$ cat src/rtl/tlvrp_pkg.sv
// Shared types and constants for the TLV record parser.
`timescale 1ns / 1ps
`default_nettype none

package tlvrp_pkg;

    // Parser phases
    typedef enum logic [2:0] {
        PH_MAGIC   = 3'd0,
        PH_VERSION = 3'd1,
        PH_TAG     = 3'd2,
        PH_LEN     = 3'd3,
        PH_PAYLOAD = 3'd4,
        PH_DRAIN   = 3'd5
    } t_phase;

    // Result event codes
    localparam logic [2:0] EV_COUNT = 3'd0;
    localparam logic [2:0] EV_TIME  = 3'd1;
    localparam logic [2:0] EV_MASS  = 3'd2;
    localparam logic [2:0] EV_SKIP  = 3'd3;
    localparam logic [2:0] EV_DONE  = 3'd4;
    localparam logic [2:0] EV_ERROR = 3'd5;

    // Error codes
    localparam logic [1:0] ERR_NONE    = 2'd0;
    localparam logic [1:0] ERR_MAGIC   = 2'd1;
    localparam logic [1:0] ERR_VERSION = 2'd2;
    localparam logic [1:0] ERR_TRUNC   = 2'd3;

    // Known tags
    localparam logic [15:0] TAG_COUNT = 16'd1;
    localparam logic [15:0] TAG_TIME  = 16'd2;
    localparam logic [15:0] TAG_MASS  = 16'd3;

    // Configuration register indexes
    localparam logic CFG_MAGIC   = 1'b0;
    localparam logic CFG_MIN_VER = 1'b1;

    localparam logic [31:0] MAGIC_RESET   = 32'h5944_424E;
    localparam logic [31:0] MIN_VER_RESET = 32'd1;

    // Result queue geometry
    localparam int QDEPTH = 4;
    localparam int QCW    = 3;

    typedef struct packed {
        logic [7:0] data_byte;
        logic       end_of_record;
    } t_in;

    typedef struct packed {
        logic [2:0]  event_res;
        logic [63:0] value;
        logic [1:0]  error_code;
        logic        run_last;
    } t_out;

    // Results produced by one accepted byte, in order
    typedef struct packed {
        logic [1:0] num;
        t_out       res0;
        t_out       res1;
    } t_step;

endpackage

`default_nettype wire

$ cat src/rtl/tlvrp_core.sv
// Parser state registers and the per-byte step logic.
`timescale 1ns / 1ps
`default_nettype none

module tlvrp_core (
    input  wire                 i_clk,
    input  wire                 i_rst_n,
    input  wire                 i_acc,
    input  tlvrp_pkg::t_in      i_in,
    input  wire [31:0]          i_magic,
    input  wire [31:0]          i_min_ver,
    output tlvrp_pkg::t_step    o_step
);
    import tlvrp_pkg::*;

    t_phase      r_phase, n_phase;
    logic [2:0]  r_ucnt, n_ucnt;
    logic [63:0] r_asm, n_asm;
    logic [15:0] r_tag, n_tag;
    logic [31:0] r_remain, n_remain;
    logic        r_taken, n_taken;
    logic [1:0]  r_perr, n_perr;

    logic [63:0] w_asm;
    logic [31:0] w_dec;
    logic        hit0;
    t_out        res_a;
    t_out        res_t;

    // Byte merged into the assembly word at its little-endian slot
    assign w_asm = r_asm | (64'(i_in.data_byte) << {r_ucnt, 3'b000});
    assign w_dec = r_remain - 32'd1;

    // Step logic: next state and results for the byte on the input
    always_comb begin
        n_phase  = r_phase;
        n_ucnt   = r_ucnt;
        n_asm    = r_asm;
        n_tag    = r_tag;
        n_remain = r_remain;
        n_taken  = r_taken;
        n_perr   = r_perr;
        hit0     = 1'b0;
        res_a    = '0;
        res_t    = '0;

        case (r_phase)
            PH_MAGIC: begin
                if (r_ucnt == 3'd3) begin
                    if (w_asm[31:0] != i_magic) begin
                        n_perr  = ERR_MAGIC;
                        n_phase = PH_DRAIN;
                    end else begin
                        n_phase = PH_VERSION;
                    end
                    n_ucnt = 3'd0;
                    n_asm  = '0;
                end else begin
                    n_asm  = w_asm;
                    n_ucnt = r_ucnt + 3'd1;
                end
            end
            PH_VERSION: begin
                if (r_ucnt == 3'd3) begin
                    if (w_asm[31:0] < i_min_ver) begin
                        n_perr  = ERR_VERSION;
                        n_phase = PH_DRAIN;
                    end else begin
                        n_phase = PH_TAG;
                    end
                    n_ucnt = 3'd0;
                    n_asm  = '0;
                end else begin
                    n_asm  = w_asm;
                    n_ucnt = r_ucnt + 3'd1;
                end
            end
            PH_TAG: begin
                if (r_ucnt >= 3'd1) begin
                    n_tag   = w_asm[15:0];
                    n_phase = PH_LEN;
                    n_ucnt  = 3'd0;
                    n_asm   = '0;
                end else begin
                    n_asm  = w_asm;
                    n_ucnt = r_ucnt + 3'd1;
                end
            end
            PH_LEN: begin
                if (r_ucnt == 3'd3) begin
                    n_remain = w_asm[31:0];
                    n_taken  = 1'b0;
                    if (r_tag != TAG_COUNT && r_tag != TAG_TIME && r_tag != TAG_MASS) begin
                        hit0            = 1'b1;
                        res_a.event_res = EV_SKIP;
                        res_a.value     = 64'(r_tag);
                    end
                    n_phase = (w_asm[31:0] != 32'd0) ? PH_PAYLOAD : PH_TAG;
                    n_ucnt  = 3'd0;
                    n_asm   = '0;
                end else begin
                    n_asm  = w_asm;
                    n_ucnt = r_ucnt + 3'd1;
                end
            end
            PH_PAYLOAD: begin
                if (r_tag == TAG_COUNT || r_tag == TAG_TIME) begin
                    // Only the first bytes of the field form the value
                    if (!r_taken) begin
                        if ((r_tag == TAG_COUNT && r_ucnt == 3'd3) ||
                            (r_tag == TAG_TIME && r_ucnt == 3'd7)) begin
                            hit0 = 1'b1;
                            if (r_tag == TAG_COUNT) begin
                                res_a.event_res = EV_COUNT;
                                res_a.value     = {32'd0, w_asm[31:0]};
                            end else begin
                                res_a.event_res = EV_TIME;
                                res_a.value     = w_asm;
                            end
                            n_taken = 1'b1;
                            n_ucnt  = 3'd0;
                            n_asm   = '0;
                        end else begin
                            n_asm  = w_asm;
                            n_ucnt = r_ucnt + 3'd1;
                        end
                    end
                end else if (r_tag == TAG_MASS) begin
                    // One mass word per full 8-byte group
                    if (r_ucnt == 3'd7) begin
                        hit0            = 1'b1;
                        res_a.event_res = EV_MASS;
                        res_a.value     = w_asm;
                        n_ucnt          = 3'd0;
                        n_asm           = '0;
                    end else begin
                        n_asm  = w_asm;
                        n_ucnt = r_ucnt + 3'd1;
                    end
                end
                n_remain = w_dec;
                if (w_dec == 32'd0) begin
                    n_phase = PH_TAG;
                    n_ucnt  = 3'd0;
                    n_asm   = '0;
                end
            end
            default: begin
            end
        endcase

        // Terminal result on the final byte, then start a fresh record
        if (i_in.end_of_record) begin
            if (n_perr != ERR_NONE) begin
                res_t.event_res  = EV_ERROR;
                res_t.error_code = n_perr;
            end else if (n_phase == PH_MAGIC || n_phase == PH_VERSION) begin
                res_t.event_res  = EV_ERROR;
                res_t.error_code = ERR_MAGIC;
            end else if (n_phase == PH_PAYLOAD) begin
                res_t.event_res  = EV_ERROR;
                res_t.error_code = ERR_TRUNC;
            end else begin
                res_t.event_res = EV_DONE;
            end
            res_t.run_last = 1'b1;
            n_phase  = PH_MAGIC;
            n_ucnt   = 3'd0;
            n_asm    = '0;
            n_tag    = '0;
            n_remain = '0;
            n_taken  = 1'b0;
            n_perr   = ERR_NONE;
        end else begin
            res_a.run_last = 1'b1;
        end

        // Pack results in order
        o_step = '0;
        if (hit0) begin
            o_step.res0 = res_a;
            o_step.res1 = res_t;
            o_step.num  = i_in.end_of_record ? 2'd2 : 2'd1;
        end else begin
            o_step.res0 = res_t;
            o_step.num  = i_in.end_of_record ? 2'd1 : 2'd0;
        end
    end

    // State registers
    always_ff @(posedge i_clk) begin
        if (!i_rst_n) begin
            r_phase  <= PH_MAGIC;
            r_ucnt   <= 3'd0;
            r_asm    <= '0;
            r_tag    <= '0;
            r_remain <= '0;
            r_taken  <= 1'b0;
            r_perr   <= ERR_NONE;
        end else if (i_acc) begin
            r_phase  <= n_phase;
            r_ucnt   <= n_ucnt;
            r_asm    <= n_asm;
            r_tag    <= n_tag;
            r_remain <= n_remain;
            r_taken  <= n_taken;
            r_perr   <= n_perr;
        end
    end

    // A record end always returns to a clean magic phase
    a_eor_clears: assert property (@(posedge i_clk) disable iff (!i_rst_n)
        (i_acc && i_in.end_of_record) |=> (r_phase == PH_MAGIC && r_perr == ERR_NONE))
        else $error("record state not cleared after end of record");

    // Magic, version and length counters never pass the fourth byte
    a_hdr_cnt: assert property (@(posedge i_clk) disable iff (!i_rst_n)
        (r_phase == PH_MAGIC || r_phase == PH_VERSION || r_phase == PH_LEN) |-> r_ucnt <= 3'd3)
        else $error("header byte counter out of range");

    // A pending error only exists while draining
    a_perr_drain: assert property (@(posedge i_clk) disable iff (!i_rst_n)
        (r_perr != ERR_NONE) |-> (r_phase == PH_DRAIN))
        else $error("pending error outside drain phase");

endmodule

`default_nettype wire

$ cat src/rtl/tlv_record_parser_unit.sv
// Top level of the TLV record parser: config registers, parser core, result queue.
`timescale 1ns / 1ps
`default_nettype none

// Byte-stream TLV record parser. One record byte is taken per request on the input
// channel, and a new byte can be taken every clock cycle. Each byte yields zero, one
// or two result requests (a value or skip event, and the done/error event on the final
// byte). Results enter a 4-entry queue in the same cycle the byte is taken; the input
// is held off while fewer than two queue slots are free, so bytes that yield two
// results are paced by the output side. Results are registered in the queue before they
// reach the output. The user must write the magic word (index 0) and minimum version
// (index 1) through the config port while the block is idle; the block does not check it.
module tlv_record_parser_unit (
    input  wire                 i_clk,
    input  wire                 i_rst_n,
    input  wire                 i_cfg_we,
    input  wire [0:0]           i_cfg_idx,
    input  wire [31:0]          i_cfg_data,
    input  wire                 i_in_valid,
    output logic                o_in_ready,
    input  tlvrp_pkg::t_in      i_in,
    output logic                o_out_valid,
    input  wire                 i_out_ready,
    output tlvrp_pkg::t_out     o_out
);
    import tlvrp_pkg::*;

    logic [31:0]    r_magic;
    logic [31:0]    r_min_ver;
    t_out           r_q [QDEPTH];
    t_out           n_q [QDEPTH];
    logic [QCW-1:0] r_count, n_count;
    logic [QCW-1:0] base;
    logic           in_acc;
    logic           pop;
    logic [1:0]     push;
    t_step          step;

    // Configuration registers
    always_ff @(posedge i_clk) begin
        if (!i_rst_n) begin
            r_magic   <= MAGIC_RESET;
            r_min_ver <= MIN_VER_RESET;
        end else if (i_cfg_we) begin
            if (i_cfg_idx[0] == CFG_MAGIC)   r_magic   <= i_cfg_data;
            if (i_cfg_idx[0] == CFG_MIN_VER) r_min_ver <= i_cfg_data;
        end
    end

    // Handshakes
    assign o_in_ready  = (r_count <= QCW'(QDEPTH - 2));
    assign in_acc      = i_in_valid && o_in_ready;
    assign o_out_valid = (r_count != '0);
    assign pop         = o_out_valid && i_out_ready;
    assign push        = in_acc ? step.num : 2'd0;
    assign o_out       = r_q[0];

    tlvrp_core u_core (
        .i_clk     (i_clk),
        .i_rst_n   (i_rst_n),
        .i_acc     (in_acc),
        .i_in      (i_in),
        .i_magic   (r_magic),
        .i_min_ver (r_min_ver),
        .o_step    (step)
    );

    // Shifting result queue: head at entry 0, new results appended behind the tail
    always_comb begin
        base    = r_count - QCW'(pop);
        n_count = base + QCW'(push);
        for (int i = 0; i < QDEPTH; i++) begin
            if (pop && i < QDEPTH - 1) begin
                n_q[i] = r_q[(i < QDEPTH - 1) ? i + 1 : i];
            end else begin
                n_q[i] = r_q[i];
            end
            if (push != 2'd0 && base == QCW'(i)) begin
                n_q[i] = step.res0;
            end
            if (push == 2'd2 && base + QCW'(1) == QCW'(i)) begin
                n_q[i] = step.res1;
            end
        end
    end

    always_ff @(posedge i_clk) begin
        r_q <= n_q;
    end

    always_ff @(posedge i_clk) begin
        if (!i_rst_n) begin
            r_count <= '0;
        end else begin
            r_count <= n_count;
        end
    end

    // Queue never overfills
    a_q_bound: assert property (@(posedge i_clk) disable iff (!i_rst_n)
        r_count <= QCW'(QDEPTH))
        else $error("result queue overflow");

    // The final byte of a record always leaves a result waiting
    a_eor_result: assert property (@(posedge i_clk) disable iff (!i_rst_n)
        (in_acc && i_in.end_of_record) |=> (r_count != '0))
        else $error("no terminal result queued for end of record");

    // A byte taken into an empty queue that yields results shows them next cycle
    a_q_fill: assert property (@(posedge i_clk) disable iff (!i_rst_n)
        (r_count == '0 && in_acc && step.num != 2'd0) |=> o_out_valid)
        else $error("result not presented after byte");

endmodule

`default_nettype wire
$ cat config.mk
export PLATFORM = sky130hd
export DESIGN_NAME = tlv_record_parser_unit
export DESIGN_NICKNAME = d
export VERILOG_FILES = /design/src/rtl/tlvrp_pkg.sv /design/src/rtl/tlvrp_core.sv /design/src/rtl/tlv_record_parser_unit.sv
export SDC_FILE = /design/constraint.sdc
export NUM_CORES = 1
export LEC_CHECK = 0
export BUFFER_PORTS_ARGS = -buffer_cell sky130_fd_sc_hd__buf_2
export CAP_MARGIN = 40
export CORE_MARGIN = 8
export CORE_UTILIZATION = 62
export CTS_CLUSTER_DIAMETER = 200
export DETAILED_ROUTE_END_ITERATION = 10
export PLACE_DENSITY = 0.81
export SYNTH_ARGS = -nofsm -noshare
export SYNTH_HDL_FRONTEND = slang
export SYNTH_SLANG_ARGS = --single-unit
$ cat constraint.sdc
create_clock -name i_clk -period 12.62 [get_ports i_clk]
set_input_delay 3.786 -clock i_clk [delete_from_list [all_inputs] [get_ports i_clk]]
set_output_delay 3.786 -clock i_clk [all_outputs]
set_load 0.02 [all_outputs]
# --- Yosys cells after proc, flatten, opt, wreduce, memory -nomap -nowiden ---
# Cells that the tools add are included.
totals:
  register_bits: 468
  input_bits: 47
  output_inout_bits: 72
classes:
  reduce_logical: 41
  n_lt_le_gt_ge: 3
  n_shift: 1
  eq_ne: 26
  n_mux: 89
  bitwise_logic: 2
  addsub: 5
ops:
  columns: ["operator", "n"]
  rows:
  - ["70-bit 2-to-1 mux", 12]
  - ["64-bit 2-to-1 mux", 9]
  - ["67-bit 2-to-1 mux", 5]
  - ["64-bit case mux with 3 select lines", 1]
  - ["67-bit case mux with 2 select lines", 1]
  - ["66-bit 2-to-1 mux", 2]
  - ["72-bit 2-to-1 mux", 1]
  - ["3-bit 2-to-1 mux", 22]
  - ["65-bit 2-to-1 mux", 1]
  - ["32-bit 2-to-1 mux", 2]
  - ["64-bit bitwise OR", 1]
  - ["32-bit case mux with 2 select lines", 1]
  - ["8-bit by 6-bit << shifter with 64-bit output", 1]
  - ["16-bit 2-to-1 mux", 3]
  - ["16-bit by 2-bit == test with 1-bit output (second input constant)", 2]
  - ["32-bit zero test", 1]
  - ["32-bit less-than comparator", 1]
  - ["16-bit by 2-bit inequality test with 1-bit output (second input constant)", 2]
  - ["32-bit inequality test", 1]
  - ["32-bit nonzero test", 1]
  - ["32-bit by 1-bit subtractor with 32-bit output (second input constant)", 1]
  - ["3-bit by 2-bit == test with 1-bit output (second input constant)", 7]
  - ["2-bit 2-to-1 mux", 10]
  - ["16-bit by 1-bit == test with 1-bit output (second input constant)", 1]
  - ["other kinds (28)", 78]

# --- Longest topological paths before layout ---
# Gate-level depths: netlist (run 1).
logic_depth:
  ltp_word: 17
  ltp_mapped: 20

# --- Modules after synthesis ---
# A second synthesis (run 1) with hierarchy kept.
hier_totals:
  cells_unflattened: 2881
  hier_area_um2: 25545.8
modules_own_cells:
  columns: ["mod", "area_per_inst_um2", "cells_per_inst", "n_inst"]
  rows:
  - ["tlv_record_parser_unit", 16811.1, 1689, 1]
  - ["tlvrp_core", 8734.6, 1192, 1]

# --- Least setup slack after synthesis (run 1) ---
# Ideal clock, no wire load.
synth_timing:
  path_kind: "in2reg"
  startpoint: "input port i_out_ready"
  endpoint: "register r_q[0] in the netlist's numbering, enable pin"
  setup_ns: 0.595
  path_stages: 9
  arrival_ns: 9.803
  setup_slack_ns: 2.222
  cell_sequence: "nand2_1 inv_1 ha_1 ha_1 clkbuf_1 nor2_1 ha_1 inv_1 o21ai_0"
synth_between:
  elab_chain_cells: 6
  word_cells_on_any_way: 8
  classes_between: "add/sub (2); eq/ne (2); reduce/logical (4)"
synth_rtl:
  columns: ["item", "line_no", "text"]
  rows:
  - ["start, declared", "tlv_record_parser_unit.sv:23", "input wire i_out_ready,"]
  - ["1-bit logical AND (*)", "tlv_record_parser_unit.sv:54", "assign pop = o_out_valid && i_out_ready;"]
  - ["3-bit by 1-bit subtractor with 3-bit output (*)", "tlv_record_parser_unit.sv:70", "base = r_count - QCW'(pop);"]
  - ["3-bit by 1-bit adder with 3-bit output", "tlv_record_parser_unit.sv:81", "if (push == 2'd2 && base + QCW'(1) == QCW'(i)) begin"]
  - ["3-bit by 2-bit == test with 1-bit output", "tlv_record_parser_unit.sv:81", null]
  - ["1-bit logical AND", "tlv_record_parser_unit.sv:81", null]
  - ["2-bit nonzero test (no source line) (*)", null, null]
  - ["end signal, assigned", "tlv_record_parser_unit.sv:88", "r_q <= n_q;"]
  - ["end, declared", "tlv_record_parser_unit.sv:30", "t_out r_q [QDEPTH];"]
# Mark *: on every way between the ends. The rest lies on a longest branch, timed or not.
# A chain may end at the register's enable or synchronous reset.

==> run_summary.xml, run 1 <==
<?xml version="1.0" encoding="UTF-8"?>
<metrics>
  <group name="floorplan">
    <metric name="start_util" unit="">0.6240</metric>
    <metric name="fp.dieW" unit="um">209.8</metric>
    <metric name="row_count" unit="">71</metric>
    <metric name="num_io_pins" unit="">119</metric>
    <metric name="die_h" unit="um">209.8</metric>
    <metric name="die_area" unit="sq um">44010</metric>
    <metric name="core_area" unit="sq um">37310</metric>
  </group>
  <group name="logic_synthesis">
    <metric name="syn_inst" unit="">2523</metric>
    <metric name="syn_area_per_cell" unit="sq um">9.229</metric>
    <metric name="synth_seq_area_share" unit="">0.5228</metric>
    <metric name="synth_cell_type_count" unit="">79</metric>
    <metric name="synth_top_area_cells" unit="">sky130_fd_sc_hd__edfxtp_1, sky130_fd_sc_hd__dfxtp_1, sky130_fd_sc_hd__nand2_1</metric>
    <metric name="synth_seq_cells" unit="">468</metric>
    <metric name="postSynthNetCount" unit="">2615</metric>
    <metric name="synth_top_area_share" unit="">0.3611</metric>
    <metric name="yosysTopAreaCell" unit="">sky130_fd_sc_hd__edfxtp_1</metric>
    <metric name="ys.flop_type" unit="">sky130_fd_sc_hd__edfxtp_1</metric>
    <metric name="synth_enable_flop_cells" unit="">280</metric>
    <metric name="ys.warnings.count" unit="">0</metric>
    <metric name="asyncSetResetFlopFracSynth" unit="">0</metric>
    <metric name="syn-cell-area" unit="sq um">23280</metric>
  </group>
  <group name="drt">
    <metric name="antenna_violating_nets_post_route" unit="">0</metric>
    <metric name="routedWlPerCell" unit="um">21.26</metric>
    <metric name="dr.max_layer_used" unit="">met4</metric>
    <metric name="wl_met2" unit="um">30370</metric>
    <metric name="drt-initial-drc-count" unit="">2263</metric>
    <metric name="detail_route.first_pass.iterations" unit="">5</metric>
    <metric name="via_per_inst" unit="">6.322</metric>
    <metric name="remaining_drc_errors" unit="">0</metric>
    <metric name="detail_route.wirelength.met1" unit="um">25580</metric>
    <metric name="routed_wirelength" unit="um">63830</metric>
    <metric name="routed-via-count" unit="">18980</metric>
    <metric name="routed-wl-met3" unit="um">5469</metric>
  </group>
  <group name="sta">
    <metric name="timing.final.max_slew_violations" unit="">0</metric>
    <metric name="tightestPinTransition" unit="ps">954.5</metric>
    <metric name="hold_viol_final" unit="">0</metric>
    <metric name="fin_setup_tns" unit="ps">0</metric>
    <metric name="slew-limit-headroom" unit="">0.3623</metric>
    <metric name="rsz0062_at_grt" unit="">false</metric>
    <metric name="finalWorstPathRequiredPeriod" unit="ps">7502</metric>
    <metric name="fin_ws" unit="ps">5118</metric>
    <metric name="fmaxAchievable" unit="MHz">133.3</metric>
    <metric name="skew" unit="ps">24.96</metric>
    <metric name="period_share" unit="">0.5944</metric>
    <metric name="report.final.setup_viol" unit="">0</metric>
  </group>
  <group name="layout">
    <metric name="syn2layout_area_growth" unit="%">8.851</metric>
    <metric name="post-route-util" unit="">0.6793</metric>
    <metric name="fin_cells" unit="">3002</metric>
    <metric name="insertedDiodeCount" unit="">0</metric>
    <metric name="fillers" unit="">2916</metric>
    <metric name="finish.net_count" unit="">2583</metric>
    <metric name="final_layout_size_suffix_gt1_frac" unit="">0.1222</metric>
  </group>
  <group name="critical_path">
    <metric name="critical_path_required" unit="ps">12960</metric>
    <metric name="path_common_cell" unit="">sky130_fd_sc_hd__nand4_1</metric>
    <metric name="worst-path-max-fanout" unit="">9</metric>
    <metric name="crit_family" unit="">simple AND/OR/NAND/NOR gates</metric>
    <metric name="timing.critical_path.slowest_stage_cell" unit="">sky130_fd_sc_hd__a21oi_1</metric>
    <metric name="critical_path_class" unit="">in -&gt; reg</metric>
    <metric name="critical_path.startpoint_type" unit="">primary input</metric>
    <metric name="critical_path.endpoint_type" unit="">register</metric>
    <metric name="crit_path_max_incr_delay" unit="ps">770</metric>
    <metric name="timing.critical_path.cells" unit="">buf_2 -&gt; nor2b_1 -&gt; a21oi_1 -&gt; inv_1 -&gt; ha_1 -&gt; nand4_1 -&gt; nor4_1 -&gt; nand4_1 -&gt; o22ai_1 -&gt; nor3b_1 -&gt; or4_1 -&gt; or3_1 -&gt; o221a_2</metric>
    <metric name="worst-path-buf-inv" unit="">2</metric>
    <metric name="arrival_worst_endpoint" unit="ps">7840</metric>
  </group>
  <group name="clock_network">
    <metric name="holdBufCountCts" unit="">0</metric>
    <metric name="cts_num_sinks" unit="">468</metric>
    <metric name="clock_tree_from_tritoncts" unit="">yes</metric>
    <metric name="post_cts_resize_count" unit="">0</metric>
    <metric name="path_clk_slew" unit="ps">60</metric>
    <metric name="tritoncts.num_buffers" unit="">48</metric>
    <metric name="worstSkewPairLatency" unit="ps">600</metric>
    <metric name="htree_levels" unit="">2</metric>
    <metric name="post-cts-setup-buffers" unit="">0</metric>
    <metric name="cts_root_buffer" unit="">sky130_fd_sc_hd__clkbuf_16</metric>
    <metric name="max-clock-path-buffers" unit="">3</metric>
  </group>
  <group name="run">
    <metric name="timing.max_cap.violations" unit="">0</metric>
  </group>
  <group name="outcome">
    <metric name="result_of_the_run" unit="">finished clean</metric>
  </group>
  <group name="grt">
    <metric name="grt.overflow.total" unit="">0</metric>
    <metric name="number_of_antenna_violations_at_the_first_check_in_global_routing" unit="">0</metric>
    <metric name="first_pass_grt_wire_length" unit="um">100900</metric>
    <metric name="grt.total_usage" unit="">0.2854</metric>
    <metric name="grt_max_degree" unit="">71</metric>
    <metric name="number_of_global_route_vias_before_repair" unit="">18000</metric>
  </group>
  <group name="power_and_ir_drop">
    <metric name="power.static_leakage" unit="nW">9.340</metric>
    <metric name="p_per_area" unit="nW/um^2">182.6</metric>
    <metric name="worst_vdd_rail_ir_drop" unit="mV">0.1165</metric>
  </group>
  <group name="placed_design">
    <metric name="port_buffers" unit="">118</metric>
    <metric name="post-place-ws" unit="ps">4644</metric>
    <metric name="dp_hpwl" unit="um">43260</metric>
    <metric name="place_inst" unit="">2915</metric>
    <metric name="place_congestion" unit="">0.9579</metric>
  </group>
  <group name="worst_hold_path">
    <metric name="timing.hold.worst.class" unit="">reg -&gt; reg</metric>
  </group>
</metrics>
placed cells by master (no fill, tap or decap), types with 10 or more instances in the layout:
cell type                     n
sky130_fd_sc_hd__a211oi_1    58
sky130_fd_sc_hd__a21boi_0    74
sky130_fd_sc_hd__a21oi_1    247
sky130_fd_sc_hd__a22o_1      32
sky130_fd_sc_hd__a22oi_1     43
sky130_fd_sc_hd__and2_1      11
sky130_fd_sc_hd__buf_2      119
sky130_fd_sc_hd__buf_4       35
sky130_fd_sc_hd__clkbuf_1    16
sky130_fd_sc_hd__clkbuf_16   48
sky130_fd_sc_hd__dfxtp_1    188
sky130_fd_sc_hd__edfxtp_1   280
sky130_fd_sc_hd__ha_1        44
sky130_fd_sc_hd__inv_1       79
sky130_fd_sc_hd__nand2_1    529
sky130_fd_sc_hd__nand2b_1    10
sky130_fd_sc_hd__nand3_1     37
sky130_fd_sc_hd__nand4_1     26
sky130_fd_sc_hd__nor2_1     198
sky130_fd_sc_hd__nor2b_1     49
sky130_fd_sc_hd__nor3_1      61
sky130_fd_sc_hd__nor4_1      25
sky130_fd_sc_hd__o211ai_1    12
sky130_fd_sc_hd__o21ai_0     54
sky130_fd_sc_hd__o21ai_1     12
sky130_fd_sc_hd__o21ai_2     30
sky130_fd_sc_hd__or3_1       14
sky130_fd_sc_hd__xnor2_1     37
worst paths after layout:
kind                                       start              end  slack (ps)  cells after the start
worst min register to register   u_core.r_asm[1]  u_core.r_asm[1]         450                      2
worst max-delay path                     i_in[5]         r_q[137]        5120                     13
worst max register to register  u_core.r_ucnt[2]        o_out[67]        6770                     16
worst min-delay path             u_core.r_asm[1]  u_core.r_asm[1]         450                      2
cells in the mapped netlist, types with 44 or more instances:
library cell,instances
sky130_fd_sc_hd__edfxtp_1,280
sky130_fd_sc_hd__a21boi_0,74
sky130_fd_sc_hd__inv_1,79
sky130_fd_sc_hd__nor3_1,64
sky130_fd_sc_hd__dfxtp_1,188
sky130_fd_sc_hd__a211oi_1,58
sky130_fd_sc_hd__clkbuf_1,145
sky130_fd_sc_hd__o21ai_0,56
sky130_fd_sc_hd__nor2_1,199
sky130_fd_sc_hd__nand2_1,532
sky130_fd_sc_hd__buf_4,70
sky130_fd_sc_hd__nor2b_1,51
sky130_fd_sc_hd__ha_1,44
sky130_fd_sc_hd__a21oi_1,247
power breakdown:
| group | total (mW) | leakage, nW | internal, mW | switching [mW] |
|---|---|---|---|---|
| combinational | 1.13 | 4.37 | 0.329 | 0.798 |
| sequential | 2.11 | 4.22 | 2.03 | 0.0801 |
| clock | 1.39 | 0.747 | 0.794 | 0.599 |
| total | 4.63 | 9.34 | 3.15 | 1.48 |
logic make-up after synthesis:
logic type | share of synthesized area
AO/OA/AOI/OAI | 0.1720
buffers and inverters | 0.06776
flip-flops | 0.5228
AND/OR/NAND/NOR | 0.1963
adder cells (fa/ha/maj) | 0.02493
multiplexers | 0.0008598
XOR/XNOR | 0.01542
metrics by stage:
stage	instance area [sq um]	power, mW	hold WS (ps)
floorplan	23280	3.020	426.4
global placement	23520	3.200	437.2
detailed placement	23820	3.265	442.2
CTS	25340	4.647	452.8
global route	25340	4.819	471.5
finish	25340	4.628	453.4
layer usage:
metal,GRT usage,vias to the layer above
li1,-,8744
met1,0.3820,9123
met2,0.4656,954
met3,0.03998,158
met4,0.1142,0
met5,0,-
worst reg2reg max path: stages, from the launching register on:
cell and delay, ps:
sky130_fd_sc_hd__dfxtp_1 760, sky130_fd_sc_hd__inv_1 190, sky130_fd_sc_hd__ha_1 370, sky130_fd_sc_hd__nand3_1 310, sky130_fd_sc_hd__a21oi_1 100, sky130_fd_sc_hd__a21oi_1 500
sky130_fd_sc_hd__nand2_1 400, sky130_fd_sc_hd__inv_1 140, sky130_fd_sc_hd__ha_1 330, sky130_fd_sc_hd__nor2_1 190, sky130_fd_sc_hd__a21oi_1 110, sky130_fd_sc_hd__nor2b_1 430
sky130_fd_sc_hd__and3_2 580, sky130_fd_sc_hd__buf_4 660, sky130_fd_sc_hd__nand2b_1 140, sky130_fd_sc_hd__a211o_1 250, sky130_fd_sc_hd__o211a_1 130
flip-flops by register name, indices dropped and copies added (netlist names):
name             cells
r_q                210
o_out               70
u_core.r_asm        64
r_magic             32
r_min_ver           32
u_core.r_remain     32
u_core.r_tag        16
r_count              3
u_core.r_phase       3
u_core.r_ucnt        3
u_core.r_perr        2
u_core.r_taken       1
cell type report:
class                      count  area, sq um  area share
inverter                      79        296.5     0.01170
multi-input combinational   1728         9630      0.3800
timing repair buffer         166         1124     0.04433
tap                          474        593.1     0.02340
clock inverter                15        157.7    0.006220
sequential                   468        12170      0.4803
clock buffer                  72         1371     0.05411
Power figures use the tool's default switching activity.
==> run 2: changes to the inputs <==
Settings changed: CORE_UTILIZATION 62 to 56, PLACE_DENSITY 0.81 to 0.77.
Clock period 12.62 ns to 6.2 ns, I/O delays scaled along.
==> run_summary.xml, run 2 (same netlist as run 1, synthesis figures left out) <==
<?xml version="1.0" encoding="UTF-8"?>
<metrics>
  <group name="layout">
    <metric name="mostFrequentLayoutCell" unit="">sky130_fd_sc_hd__nand2_1</metric>
    <metric name="top_register" unit="">r_q</metric>
    <metric name="layout.cells.most_common_list" unit="">sky130_fd_sc_hd__nand2_1, sky130_fd_sc_hd__edfxtp_1, sky130_fd_sc_hd__a21oi_1</metric>
    <metric name="max_ffs_per_register" unit="">210</metric>
    <metric name="syn2layout_area_growth" unit="%">10.44</metric>
    <metric name="final_layout_size_suffix_gt1_frac" unit="">0.1330</metric>
    <metric name="finish.net_count" unit="">2608</metric>
  </group>
  <group name="floorplan">
    <metric name="die_h" unit="um">219.9</metric>
    <metric name="core_area" unit="sq um">40920</metric>
    <metric name="num_io_pins" unit="">119</metric>
    <metric name="die_area" unit="sq um">48360</metric>
    <metric name="row_count" unit="">74</metric>
    <metric name="fp.dieW" unit="um">219.9</metric>
    <metric name="start_util" unit="">0.5689</metric>
  </group>
  <group name="critical_path">
    <metric name="ff2ff_setup_slack" unit="ps">950</metric>
    <metric name="timing.critical_path.slowest_stage_cell" unit="">sky130_fd_sc_hd__dfxtp_1</metric>
    <metric name="critical_path_required" unit="ps">6470</metric>
    <metric name="reg2reg_from" unit="">u_core.r_ucnt[2]</metric>
    <metric name="rr_endpoint" unit="">r_q[93]</metric>
    <metric name="crit_path_max_incr_delay" unit="ps">720</metric>
    <metric name="timing.critical_path.cells" unit="">inv_1 -&gt; ha_1 -&gt; nand3_1 -&gt; a21oi_1 -&gt; a21oi_1 -&gt; nand2_1 -&gt; inv_1 -&gt; ha_1 -&gt; nor2_1 -&gt; a21oi_1 -&gt; nor2b_1 -&gt; nand2_2 -&gt; nand3_4 -&gt; buf_4</metric>
    <metric name="cell_count_along_the_critical_path" unit="">14</metric>
    <metric name="critical_path.startpoint_type" unit="">register</metric>
    <metric name="worst-path-max-fanout" unit="">22</metric>
    <metric name="critical_path.endpoint_type" unit="">register</metric>
    <metric name="reg2regPathDepth" unit="">14</metric>
    <metric name="arrival_worst_endpoint" unit="ps">5520</metric>
    <metric name="crit_family" unit="">simple AND/OR/NAND/NOR gates</metric>
    <metric name="critical_path_class" unit="">reg -&gt; reg</metric>
    <metric name="path_common_cell" unit="">sky130_fd_sc_hd__a21oi_1</metric>
    <metric name="worst-path-buf-inv" unit="">3</metric>
  </group>
  <group name="power_and_ir_drop">
    <metric name="p_per_area" unit="nW/um^2">375.6</metric>
    <metric name="power.static_leakage" unit="nW">9.495</metric>
    <metric name="worst_vdd_rail_ir_drop" unit="mV">0.2518</metric>
  </group>
  <group name="drt">
    <metric name="drt-initial-drc-count" unit="">2053</metric>
    <metric name="routed-via-count" unit="">18840</metric>
    <metric name="detail_route.first_pass.iterations" unit="">5</metric>
    <metric name="routed_wirelength" unit="um">65950</metric>
    <metric name="remaining_drc_errors" unit="">0</metric>
    <metric name="routedWlPerCell" unit="um">21.34</metric>
    <metric name="via_per_inst" unit="">6.096</metric>
    <metric name="antenna_violating_nets_post_route" unit="">0</metric>
  </group>
  <group name="grt">
    <metric name="number_of_global_route_vias_before_repair" unit="">17910</metric>
    <metric name="grt_max_degree" unit="">75</metric>
    <metric name="grt.overflow.total" unit="">0</metric>
    <metric name="first_pass_grt_wire_length" unit="um">102500</metric>
    <metric name="grt.total_usage" unit="">0.2689</metric>
    <metric name="number_of_antenna_violations_at_the_first_check_in_global_routing" unit="">0</metric>
  </group>
  <group name="sta">
    <metric name="report.final.setup_viol" unit="">0</metric>
    <metric name="rsz0062_at_grt" unit="">false</metric>
    <metric name="skew" unit="ps">25.56</metric>
    <metric name="period_share" unit="">0.8465</metric>
    <metric name="finalWorstPathRequiredPeriod" unit="ps">5249</metric>
    <metric name="fin_setup_tns" unit="ps">0</metric>
    <metric name="hold_viol_final" unit="">0</metric>
    <metric name="tightestPinTransition" unit="ps">896.7</metric>
    <metric name="fin_ws" unit="ps">951.4</metric>
    <metric name="timing.final.max_slew_violations" unit="">0</metric>
    <metric name="slew-limit-headroom" unit="">0.4010</metric>
    <metric name="fmaxAchievable" unit="MHz">190.5</metric>
  </group>
  <group name="clock_network">
    <metric name="tritoncts.num_buffers" unit="">48</metric>
    <metric name="holdBufCountCts" unit="">0</metric>
    <metric name="max-clock-path-buffers" unit="">3</metric>
    <metric name="path_clk_slew" unit="ps">60</metric>
    <metric name="cts_root_buffer" unit="">sky130_fd_sc_hd__clkbuf_16</metric>
    <metric name="clock_tree_from_tritoncts" unit="">yes</metric>
    <metric name="worstSkewPairLatency" unit="ps">600</metric>
    <metric name="post-cts-setup-buffers" unit="">0</metric>
    <metric name="post_cts_resize_count" unit="">0</metric>
    <metric name="htree_levels" unit="">2</metric>
    <metric name="cts_num_sinks" unit="">468</metric>
  </group>
  <group name="worst_hold_path">
    <metric name="timing.hold.worst.class" unit="">reg -&gt; reg</metric>
    <metric name="hold_start" unit="">u_core.r_asm[8]</metric>
    <metric name="holdPathStages" unit="">2</metric>
    <metric name="hold-path-endpoint" unit="">u_core.r_asm[8]</metric>
  </group>
  <group name="placed_design">
    <metric name="port_buffers" unit="">118</metric>
    <metric name="post-place-ws" unit="ps">591.6</metric>
    <metric name="place_congestion" unit="">0.9799</metric>
    <metric name="dp_hpwl" unit="um">46200</metric>
  </group>
  <group name="run">
    <metric name="timing.max_cap.violations" unit="">0</metric>
  </group>
  <group name="outcome">
    <metric name="result_of_the_run" unit="">finished clean</metric>
  </group>
</metrics>
run 2: tightest hold or removal path, stage by stage, from the launching register on:
cell and delay, ps:
sky130_fd_sc_hd__dfxtp_1 330, sky130_fd_sc_hd__nand2_1 60, sky130_fd_sc_hd__o21ai_2 40
run 2: worst max path at each step:
| stage | start | to |
|---|---|---|
| 2_1_floorplan | u_core.r_ucnt[2] | o_out[0] |
| 3_3_place_gp | i_in[3] | r_q[207] |
| 3_5_place_dp | i_in[3] | r_q[207] |
| 4_1_cts | u_core.r_ucnt[2] | r_q[93] |
| 5_1_grt | u_core.r_ucnt[2] | r_q[93] |
| 6_report | u_core.r_ucnt[2] | r_q[93] |
run 2: report_power, final:
group | internal [mW] | total [mW] | leakage (nW) | switching [mW]
sequential | 4.12 | 4.28 | 4.22 | 0.158
clock | 1.78 | 3.02 | 0.811 | 1.24
combinational | 0.703 | 2.36 | 4.47 | 1.65
total | 6.61 | 9.66 | 9.50 | 3.05
run 2: through the flow:
step / hold WS, ps / power [mW] / cell area, sq um / util / instances
2_1_floorplan: 426.4 / 6.143 / 23290 / - / 2523
3_3_place_gp: 437.6 / 6.609 / 23950 / 0.5852 / 2990
3_5_place_dp: 442.5 / 6.704 / 24050 / 0.5877 / 2998
4_1_cts: 456.5 / 9.697 / 25710 / 0.6282 / 3088
5_1_grt: 471.4 / 10.05 / 25710 / 0.6282 / 3088
6_report: 456.8 / 9.658 / 25710 / 0.6283 / 3090
run 2: layer usage:
metal | vias up | routed length [um] | share of wire | global-route usage
met2 | 873 | 30950 | 0.47 | 0.4371
met3 | 128 | 5445 | 0.083 | 0.04785
li1 | 8791 | - | - | -
met5 | - | 0 | 0 | 0
met4 | 0 | 2181 | 0.033 | 0.09589
met1 | 9044 | 27370 | 0.42 | 0.3585
run 2: cell type report:
type	count	area, sq um
Inverter	79	296.5
Fill cell	3292	15210
Antenna cell	2	5.005
Tap cell	532	665.6
Clock inverter	14	211.5
Timing Repair Buffer	191	1291
Multi-Input combinational cell	1728	9625
Clock buffer	76	1448
Sequential cell	468	12170
